--- src/design/bmce_pkg.sv ---
// ----------------------------------------------------------------------------
// bmce_pkg: shared types and constants of the Bezier movement curve evaluator
// Register indexes, field widths and fixed-point constants.
// ----------------------------------------------------------------------------
package bmce_pkg;

  localparam int CFG_IDX_W  = 3;
  localparam int CFG_DATA_W = 32;

  localparam int DATE_W  = 32;
  localparam int VALUE_W = 32;
  localparam int PARAM_W = 25;
  localparam int CURV_W  = 17;
  localparam int PROT_W  = 18;

  // Signed accumulator of the shared multiply-add unit, and operand magnitude
  localparam int ACC_W = 52;
  localparam int MAG_W = 40;
  localparam int COEF_W = 20;
  localparam int XPOS_W = 18;

  localparam int ONE_Q16 = 65536;

  typedef enum logic [CFG_IDX_W-1:0] {
    REG_START_DATE  = 3'd0,
    REG_END_DATE    = 3'd1,
    REG_START_VALUE = 3'd2,
    REG_END_VALUE   = 3'd3,
    REG_CURVATURE   = 3'd4,
    REG_PROTRACTION = 3'd5
  } cfg_reg_e;

endpackage

--- src/design/bezier_movement_curve_eval_top.sv ---
// ----------------------------------------------------------------------------
// bezier_movement_curve_eval_top: cubic Bezier movement curve evaluator
// Returns the curve value at a date by bisecting the curve's time polynomial.
// ----------------------------------------------------------------------------
// One item in, one item out. A date at or before start_date returns start_value
// and a date at or after end_date returns end_value; the classify state loads
// that result into the output register once it is free, then returns to idle.
// Any other date runs a bisection over the curve parameter t. The multiply-adds
// all go through one 32x32 multiplier followed by a signed add; each truncated
// multiply-add runs through operand load, low partial product, high partial
// product and accumulate. The search evaluates the time polynomial 1 to
// MAX_STEPS+1 times, and the final blend waits until the output register is
// free. The block takes one item at a time; input ready is high only while
// idle. A finished result sits in an output register, so a new item can be
// accepted while the previous result still waits to be taken. not_converged
// flags a search that used up MAX_STEPS corrections with the error still one
// tick or more. Configuration is written through a plain write port (index,
// data); the user must write it only while the block is idle, which the block
// itself does not enforce.
// ----------------------------------------------------------------------------
module bezier_movement_curve_eval_top
  import bmce_pkg::*;
#(
  parameter int T_FRAC_BITS = 24,
  parameter int MAX_STEPS   = 24
) (
  input  logic                  clk_i,
  input  logic                  rst_ni,
  // configuration write port
  input  logic                  cfg_we_i,
  input  logic [CFG_IDX_W-1:0]  cfg_idx_i,
  input  logic [CFG_DATA_W-1:0] cfg_wdata_i,
  // input item
  input  logic                  in_valid_i,
  output logic                  in_ready_o,
  input  logic [DATE_W-1:0]     date_i,
  // result item
  output logic                  out_valid_o,
  input  logic                  out_ready_i,
  output logic [VALUE_W-1:0]    value_o,
  output logic [PARAM_W-1:0]    curve_param_o,
  output logic                  not_converged_o
);

  localparam int K_W = $clog2(MAX_STEPS + 1);
  localparam logic [PARAM_W-1:0] END_PARAM = PARAM_W'(64'(1) << T_FRAC_BITS);
  localparam logic signed [ACC_W-1:0] ERR_LIM = ACC_W'(ONE_Q16);

  typedef enum logic [2:0] {
    S_IDLE,
    S_CLASS,
    S_LOAD,
    S_LO,
    S_HI,
    S_ACC,
    S_COEF,
    S_CHECK
  } state_e;

  // Multiply-add operations run on the shared unit, in sequence order
  typedef enum logic [3:0] {
    OP_X1,   // inner control x1 from curvature and protraction
    OP_X2,   // inner control x2
    OP_H1,   // Horner: u*t + v
    OP_H2,   // Horner: (.)*t + w
    OP_H3,   // Horner: (.)*t
    OP_ERR,  // X*span in Q16 ticks minus relative date
    OP_T2,   // t^2
    OP_H,    // (3 - 2t) * t^2
    OP_BL    // start_value + (end_value - start_value) * h
  } op_e;

  // --------------------------------------------------------------------------
  // Configuration registers
  // --------------------------------------------------------------------------
  logic [DATE_W-1:0]        start_date_q, end_date_q;
  logic signed [VALUE_W-1:0] start_value_q, end_value_q;
  logic [CURV_W-1:0]        curvature_q;
  logic signed [PROT_W-1:0] protraction_q;

  always_ff @(posedge clk_i or negedge rst_ni) begin
    if (!rst_ni) begin
      start_date_q  <= '0;
      end_date_q    <= '0;
      start_value_q <= '0;
      end_value_q   <= VALUE_W'(ONE_Q16);
      curvature_q   <= '0;
      protraction_q <= '0;
    end else if (cfg_we_i) begin
      unique case (cfg_reg_e'(cfg_idx_i))
        REG_START_DATE:  start_date_q  <= cfg_wdata_i[DATE_W-1:0];
        REG_END_DATE:    end_date_q    <= cfg_wdata_i[DATE_W-1:0];
        REG_START_VALUE: start_value_q <= cfg_wdata_i[VALUE_W-1:0];
        REG_END_VALUE:   end_value_q   <= cfg_wdata_i[VALUE_W-1:0];
        REG_CURVATURE:   curvature_q   <= cfg_wdata_i[CURV_W-1:0];
        REG_PROTRACTION: protraction_q <= cfg_wdata_i[PROT_W-1:0];
        default: ; // unknown index: drop the write
      endcase
    end
  end

  // --------------------------------------------------------------------------
  // Sequencer state and registered outputs
  // --------------------------------------------------------------------------
  state_e                 state_q;
  op_e                    op_q;
  logic [T_FRAC_BITS-1:0] t_q;
  logic [T_FRAC_BITS-2:0] tt_q;
  logic [K_W-1:0]         k_q;
  logic                   fail_q;
  logic                   out_valid_q;
  logic [VALUE_W-1:0]     value_q;
  logic [PARAM_W-1:0]     param_q;
  logic                   nc_q;

  // --------------------------------------------------------------------------
  // Datapath registers
  // --------------------------------------------------------------------------
  logic [DATE_W-1:0]        date_q, rel_q, span_q;
  logic [CURV_W-1:0]        c_q;
  logic                     p_neg_q;
  logic [CURV_W-1:0]        p_mag_q;
  logic signed [XPOS_W-1:0] x1_q;
  logic signed [COEF_W-1:0] u_q, v_q, w_q;
  logic                     op_neg_q, op_sh16_q;
  logic [MAG_W-1:0]         op_m_q;
  logic [31:0]              op_b_q;
  logic signed [ACC_W-1:0]  op_add_q;
  logic [63:0]              prod_q, lo_q;
  logic signed [ACC_W-1:0]  acc_q;

  // --------------------------------------------------------------------------
  // Combinational datapath
  // --------------------------------------------------------------------------
  logic [31:0]              tq;
  logic signed [ACC_W-1:0]  c_s, omc_s;
  logic signed [ACC_W-1:0]  ld_a, ld_a_mag, ld_add;
  logic [31:0]              ld_b;
  logic                     ld_sh16;
  logic [31:0]              mul_a;
  logic [63:0]              mul_p;
  logic [ACC_W-1:0]         hi_sh, lo_sh, sum_r;
  logic signed [ACC_W-1:0]  acc_d;
  logic                     err_small, err_pos, out_free, out_set;
  logic                     date_le_start, date_ge_end;
  logic [PROT_W-1:0]        p_abs;
  logic [CURV_W-1:0]        c_sat, p_sat;
  logic signed [XPOS_W-1:0] x2_s;

  // t widened to Q0.32
  assign tq = 32'(t_q) << (32 - T_FRAC_BITS);

  assign c_s   = ACC_W'(c_q);
  assign omc_s = ACC_W'(ONE_Q16) - c_s;

  // Clamp curvature to one and protraction to plus/minus one
  assign c_sat = (curvature_q > CURV_W'(ONE_Q16)) ? CURV_W'(ONE_Q16) : curvature_q;
  assign p_abs = protraction_q[PROT_W-1] ? (~protraction_q + 1'b1) : protraction_q;
  assign p_sat = (p_abs > PROT_W'(ONE_Q16)) ? CURV_W'(ONE_Q16) : p_abs[CURV_W-1:0];

  assign date_le_start = (date_q <= start_date_q);
  assign date_ge_end   = (date_q >= end_date_q);

  // Operand selection for the next multiply-add
  always_comb begin
    ld_a    = '0;
    ld_b    = '0;
    ld_add  = '0;
    ld_sh16 = 1'b0;
    unique case (op_q)
      OP_X1: begin
        ld_a    = p_neg_q ? -c_s : omc_s;
        ld_b    = 32'(p_mag_q);
        ld_add  = c_s;
        ld_sh16 = 1'b1;
      end
      OP_X2: begin
        ld_a    = p_neg_q ? -omc_s : c_s;
        ld_b    = 32'(p_mag_q);
        ld_add  = omc_s;
        ld_sh16 = 1'b1;
      end
      OP_H1: begin
        ld_a   = {{(ACC_W-COEF_W-16){u_q[COEF_W-1]}}, u_q, 16'b0};
        ld_b   = tq;
        ld_add = {{(ACC_W-COEF_W-16){v_q[COEF_W-1]}}, v_q, 16'b0};
      end
      OP_H2: begin
        ld_a   = acc_q;
        ld_b   = tq;
        ld_add = {{(ACC_W-COEF_W-16){w_q[COEF_W-1]}}, w_q, 16'b0};
      end
      OP_H3: begin
        ld_a = acc_q;
        ld_b = tq;
      end
      OP_ERR: begin
        ld_a    = acc_q;
        ld_b    = span_q;
        ld_add  = -$signed({4'b0, rel_q, 16'b0});
        ld_sh16 = 1'b1;
      end
      OP_T2: begin
        ld_a = ACC_W'(tq);
        ld_b = tq;
      end
      OP_H: begin
        ld_a = (ACC_W'(3) << 32) - $signed({19'b0, tq, 1'b0});
        ld_b = acc_q[31:0];
      end
      OP_BL: begin
        ld_a   = ACC_W'(end_value_q) - ACC_W'(start_value_q);
        ld_b   = acc_q[31:0];
        ld_add = ACC_W'(start_value_q);
      end
      default: ;
    endcase
  end

  assign ld_a_mag = ld_a[ACC_W-1] ? -ld_a : ld_a;

  // Shared multiplier: low 32 bits of the magnitude, then its high part
  assign mul_a = (state_q == S_HI) ? 32'(op_m_q[MAG_W-1:32]) : op_m_q[31:0];
  assign mul_p = mul_a * op_b_q;

  // Truncated product magnitude plus the signed addend
  assign hi_sh = op_sh16_q ? {prod_q[ACC_W-17:0], 16'b0} : prod_q[ACC_W-1:0];
  assign lo_sh = op_sh16_q ? {4'b0, lo_q[63:16]} : {20'b0, lo_q[63:32]};
  assign sum_r = hi_sh + lo_sh;
  assign acc_d = op_neg_q ? (op_add_q - $signed(sum_r)) : (op_add_q + $signed(sum_r));

  assign err_small = (acc_q < ERR_LIM) && (acc_q > -ERR_LIM);
  assign err_pos   = !acc_q[ACC_W-1] && (acc_q != '0);
  assign out_free  = !out_valid_q || out_ready_i;

  // A result enters the output register: an endpoint item or the final blend
  assign out_set = out_free &&
                   (((state_q == S_CLASS) && (date_le_start || date_ge_end)) ||
                    ((state_q == S_ACC) && (op_q == OP_BL)));

  assign x2_s = acc_q[XPOS_W-1:0];

  // --------------------------------------------------------------------------
  // Datapath registers: no reset
  // --------------------------------------------------------------------------
  always_ff @(posedge clk_i) begin
    unique case (state_q)
      S_IDLE: begin
        if (in_valid_i) begin
          date_q <= date_i;
        end
      end
      S_CLASS: begin
        rel_q   <= date_q - start_date_q;
        span_q  <= end_date_q - start_date_q;
        c_q     <= c_sat;
        p_neg_q <= protraction_q[PROT_W-1];
        p_mag_q <= p_sat;
      end
      S_LOAD: begin
        op_neg_q  <= ld_a[ACC_W-1];
        op_m_q    <= ld_a_mag[MAG_W-1:0];
        op_b_q    <= ld_b;
        op_add_q  <= ld_add;
        op_sh16_q <= ld_sh16;
      end
      S_LO: begin
        prod_q <= mul_p;
      end
      S_HI: begin
        lo_q   <= prod_q;
        prod_q <= mul_p;
      end
      S_ACC: begin
        acc_q <= acc_d;
        if (op_q == OP_X1) begin
          x1_q <= acc_d[XPOS_W-1:0];
        end
      end
      S_COEF: begin
        // u = 3x1 - 3x2 + 1, v = -6x1 + 3x2, w = 3x1, all Q16
        u_q <= COEF_W'(3 * COEF_W'(x1_q) - 3 * COEF_W'(x2_s) + COEF_W'(ONE_Q16));
        v_q <= COEF_W'(3 * COEF_W'(x2_s) - 6 * COEF_W'(x1_q));
        w_q <= COEF_W'(3 * COEF_W'(x1_q));
      end
      S_CHECK: ;
      default: ;
    endcase
  end

  // --------------------------------------------------------------------------
  // Sequencer and output register
  // --------------------------------------------------------------------------
  always_ff @(posedge clk_i or negedge rst_ni) begin
    if (!rst_ni) begin
      state_q     <= S_IDLE;
      op_q        <= OP_X1;
      t_q         <= '0;
      tt_q        <= '0;
      k_q         <= '0;
      fail_q      <= 1'b0;
      out_valid_q <= 1'b0;
      value_q     <= '0;
      param_q     <= '0;
      nc_q        <= 1'b0;
    end else begin
      // load a new result, else drop the one just taken
      out_valid_q <= out_set || (out_valid_q && !out_ready_i);
      unique case (state_q)
        S_IDLE: begin
          if (in_valid_i) begin
            state_q <= S_CLASS;
          end
        end
        S_CLASS: begin
          priority if (date_le_start) begin
            if (out_free) begin
              value_q     <= start_value_q;
              param_q     <= '0;
              nc_q        <= 1'b0;
              state_q     <= S_IDLE;
            end
          end else if (date_ge_end) begin
            if (out_free) begin
              value_q     <= end_value_q;
              param_q     <= END_PARAM;
              nc_q        <= 1'b0;
              state_q     <= S_IDLE;
            end
          end else begin
            op_q    <= OP_X1;
            state_q <= S_LOAD;
          end
        end
        S_LOAD: state_q <= S_LO;
        S_LO:   state_q <= S_HI;
        S_HI:   state_q <= S_ACC;
        S_ACC: begin
          unique case (op_q)
            OP_X1: begin
              op_q    <= OP_X2;
              state_q <= S_LOAD;
            end
            OP_X2: state_q <= S_COEF;
            OP_H1: begin
              op_q    <= OP_H2;
              state_q <= S_LOAD;
            end
            OP_H2: begin
              op_q    <= OP_H3;
              state_q <= S_LOAD;
            end
            OP_H3: begin
              op_q    <= OP_ERR;
              state_q <= S_LOAD;
            end
            OP_ERR: state_q <= S_CHECK;
            OP_T2: begin
              op_q    <= OP_H;
              state_q <= S_LOAD;
            end
            OP_H: begin
              op_q    <= OP_BL;
              state_q <= S_LOAD;
            end
            OP_BL: begin
              // hold here until the output register is free
              if (out_free) begin
                value_q     <= acc_d[VALUE_W-1:0];
                param_q     <= PARAM_W'(t_q);
                nc_q        <= fail_q;
                state_q     <= S_IDLE;
              end
            end
            default: state_q <= S_IDLE;
          endcase
        end
        S_COEF: begin
          t_q     <= {1'b1, {(T_FRAC_BITS-1){1'b0}}};
          tt_q    <= {1'b1, {(T_FRAC_BITS-2){1'b0}}};
          k_q     <= '0;
          op_q    <= OP_H1;
          state_q <= S_LOAD;
        end
        S_CHECK: begin
          if (err_small || (k_q >= K_W'(MAX_STEPS))) begin
            fail_q  <= !err_small;
            op_q    <= OP_T2;
            state_q <= S_LOAD;
          end else begin
            // positive error: the curve is late, step t back
            if (err_pos) begin
              t_q <= t_q - T_FRAC_BITS'(tt_q);
            end else begin
              t_q <= t_q + T_FRAC_BITS'(tt_q);
            end
            tt_q    <= tt_q >> 1;
            k_q     <= k_q + 1'b1;
            op_q    <= OP_H1;
            state_q <= S_LOAD;
          end
        end
        default: state_q <= S_IDLE;
      endcase
    end
  end

  assign in_ready_o      = (state_q == S_IDLE);
  assign out_valid_o     = out_valid_q;
  assign value_o         = value_q;
  assign curve_param_o   = param_q;
  assign not_converged_o = nc_q;

  // --------------------------------------------------------------------------
  // Assertions
  // --------------------------------------------------------------------------
  a_accept_starts: assert property (@(posedge clk_i) disable iff (!rst_ni)
    (in_valid_i && in_ready_o) |=> (state_q == S_CLASS))
    else $error("accepted item did not start classification");

  a_step_bound: assert property (@(posedge clk_i) disable iff (!rst_ni)
    (state_q == S_CHECK) |-> (k_q <= K_W'(MAX_STEPS)))
    else $error("correction count beyond step limit");

  a_t_inside: assert property (@(posedge clk_i) disable iff (!rst_ni)
    (state_q == S_CHECK) |-> (t_q != '0))
    else $error("curve parameter left the open unit interval");

  a_blend_holds: assert property (@(posedge clk_i) disable iff (!rst_ni)
    (state_q == S_ACC && op_q == OP_BL && out_valid_q && !out_ready_i)
      |=> (state_q == S_ACC && out_valid_q))
    else $error("result overwrote an item still waiting at the output");

endmodule
--- config.mk ---
export PLATFORM = sky130hd
export DESIGN_NAME = bezier_movement_curve_eval_top
export DESIGN_NICKNAME = d
export VERILOG_FILES = /design/src/design/bmce_pkg.sv /design/src/design/bezier_movement_curve_eval_top.sv
export SDC_FILE = /design/constraint.sdc
export NUM_CORES = 2
export LEC_CHECK = 0
export BUFFER_PORTS_ARGS = -buffer_cell sky130_fd_sc_hd__buf_2
export CORE_ASPECT_RATIO = 0.9
export CORE_MARGIN = 2
export CORE_UTILIZATION = 33
export CTS_BUF_LIST = sky130_fd_sc_hd__clkbuf_2
export DETAILED_ROUTE_END_ITERATION = 6
export SLEW_MARGIN = 10
export SYNTH_ARGS = -nofsm -noshare
export SYNTH_HDL_FRONTEND = slang
export SYNTH_SLANG_ARGS = --single-unit
--- constraint.sdc ---
create_clock -name clk_i -period 15.2 [get_ports clk_i]
set_clock_uncertainty 0.15 [all_clocks]
set_input_delay 1.52 -clock clk_i [delete_from_list [all_inputs] [get_ports clk_i]]
set_output_delay 1.52 -clock clk_i [all_outputs]
set_load 0.03 [all_outputs]
==> qor.csv <==
stage,metric,value,unit
die,row_count,176,
status,outcome,finished with violations,
finish,most-common-layout-cells,"inv_1 (1256), nand2_1 (923), fa_1 (906), and2_1 (657), ha_1 (654)",
clock_network,cts.clk_slew.worst_paths,0.10,ns
clock_network,postCtsHoldBufs,66,
drt,vias,68857,
die,dieArea,262000,µm²
finish,final_common_cell,inv_1,
logic_synthesis,netlist_instances,9029,
finish,syn_to_final_growth,8.46,%
timing,rsz0062_at_grt,false,
logic_synthesis,ys_seq_area_frac,0.259,
die,dieHeight,486,µm
die,boundaryPins,132,
timing,setup_viol,0,
clock_network,cts_resized,0,
drt,vias_per_cell,5.42,
logic_synthesis,ys_types,96,
drt,drt_first_pass_iters,7,
logic_synthesis,synth_edf_count,499,
timing,period_share,0.749,
critical_path,cpMostUsedCell,fa_1,
clock_network,clock_path_buffers,3,
critical_path,critPathMaxFanout,50,
placed_design,hpwlAfterDp,230,mm
clock_network,h-tree-depth,4,
clock_network,cts_tree,built,
timing,period_needed,11.38,ns
die,core_area,256000,µm²
logic_synthesis,synth_flop_cell,edfxtp_1,
drt,remaining_drc_errors,8,
grt,grt_max_degree,87,
die,initial_core_util,0.332,
critical_path,cp_num_buf_inv,6,
logic_synthesis,synth_area_per_cell,9.43,µm²
logic_synthesis,synth_area,85100,µm²
critical_path,crit_family,adder cells,
timing,timing.hold.ws,0.193,ns
status,violations,design-rule violations,
clock_network,clock-root-buffer,clkbuf_2,
grt,grt_pass1_wl,447,mm
critical_path,slowest_delay,0.88,ns
timing,slew_viol_final,0,
critical_path,slowest_stage,and3_4,
logic_synthesis,ys.warnings.count,0,
clock_network,cts.sinks,781,
clock_network,post_cts_buffers,0,
critical_path,start_kind,flop,
drt,drtIter0Drc,7206,
timing,tns,0,ns
grt,grtUsageTotal,0.225,
grt,grt.overflow.total,0,
drt,routed_wirelength,297,mm
worst_hold_path,hold_path_class,flop to flop,
finish,multi_input_area,56900,µm²
grt,antenna_found_initial,27,
logic_synthesis,synth_fp_nets,10661,
critical_path,critPathKind,flop to flop,
timing,worstMarginPinSlew,1.31,ns
clock_network,insertion_delay,1.79,ns
grt,grt_pass1_vias,70314,
timing,fmax,0.0878,GHz
clock_network,cts-buffers-inserted,209,
finish,postLayoutCoreUtil,0.360,
logic_synthesis,async_flop_share,0.361,
finish,fin_nets,10765,
drt,wire_per_inst,23.4,µm
flow_run,cap_viol_max_count,0,
timing,hold_viol_final,0,
placed_design,routabilityCongestion,1.00,
drt,drt.antenna.violating_nets,0,
finish,seq_area,22000,µm²
critical_path,setup.worst_path.end_class,flop,
die,die_w,539,µm
critical_path,arrival,12.71,ns
finish,n_fill_cell,25872,
logic_synthesis,synth_seq_cells,781,
placed_design,io_buffers,131,
finish,drive_above_1_share,0.0906,
timing,slew_headroom,0.125,
critical_path,required,16.52,ns
==> path summary, 6_finish.rpt <==
| kind | depth (start not counted) | slack, ns | end | startpoint |
|---|---|---|---|---|
| setup reg to reg | 31 | 3.82 | prod_q[59] | state_q[2] |
| max in group asynchronous | 4 | 12.41 | start_date_q[26] | rst_ni |
| min in group asynchronous | 2 | 0.21 | curve_param_o[2] | rst_ni |
| setup / recovery | 31 | 3.82 | prod_q[59] | state_q[2] |
| hold reg to reg | 0 | 0.19 | lo_q[40] | prod_q[40] |
| hold / removal | 0 | 0.19 | lo_q[40] | prod_q[40] |
==> cells in the mapped netlist, types with 158 or more instances <==
library cell | number | area share
o21ai_0 | 386 | 0.023
edfxtp_1 | 499 | 0.18
inv_1 | 1258 | 0.055
nand2_1 | 923 | 0.041
a21oi_1 | 370 | 0.022
xor2_1 | 158 | 0.016
clkbuf_1 | 412 | 0.018
fa_1 | 906 | 0.21
dfrtp_1 | 281 | 0.083
a21o_1 | 176 | 0.016
xnor2_1 | 293 | 0.030
and2_1 | 660 | 0.049
nor2_1 | 396 | 0.017
ha_1 | 654 | 0.096
==> cell families after synthesis <==
logic type,Yosys count,share of synthesized area
AO/OA/AOI/OAI,1618,0.126
multiplexers,170,0.0222
buffers and inverters,1697,0.0751
XOR/XNOR,452,0.0467
AND/OR/NAND/NOR,2751,0.162
flip-flops,781,0.259
adder cells (fa/ha/maj),1560,0.309
==> cell type report <==
cell class	instances	share of cell area
multi-input combinational	6551	0.616
sequential	781	0.239
inverter	1260	0.0513
tap	3382	0.0458
timing repair buffer	330	0.0252
clock buffer	284	0.0154
clock inverter	100	0.00713
antenna	13	0.000352
==> through the flow <==
| step | std cells | setup slack [ns] | area, µm² |
|---|---|---|---|
| 6_report | 12701 | 3.82 | 92300 |
| 5_1_grt | 12697 | 3.48 | 92300 |
| 4_1_cts | 12688 | 4.02 | 92300 |
| 3_5_place_dp | 12238 | 3.99 | 89500 |
| 3_3_place_gp | 12238 | 4.02 | 89500 |
| 2_1_floorplan | 9029 | 4.51 | 85100 |
==> metal layers <==
metal	track usage	wire, µm
met5	0	120
met4	0.0879	12400
met1	0.314	129000
met3	0.0458	27100
met2	0.341	128000
==> flip-flops by register name, indices dropped and copies added, names as in the netlist, 20 cells and up <==
register / cells
prod_q: 64
acc_q: 52
op_add_q: 52
lo_q: 48
op_m_q: 40
date_q: 32
end_date_q: 32
end_value_q: 32
op_b_q: 32
rel_q: 32
span_q: 32
start_date_q: 32
start_value_q: 32
value_o: 32
curve_param_o: 25
t_q: 24
tt_q: 23
u_q: 20
v_q: 20
w_q: 20
Power is left out: the tool's default activity adds up to more than one toggle a clock period on the data nets, which glitch-free logic cannot reach.
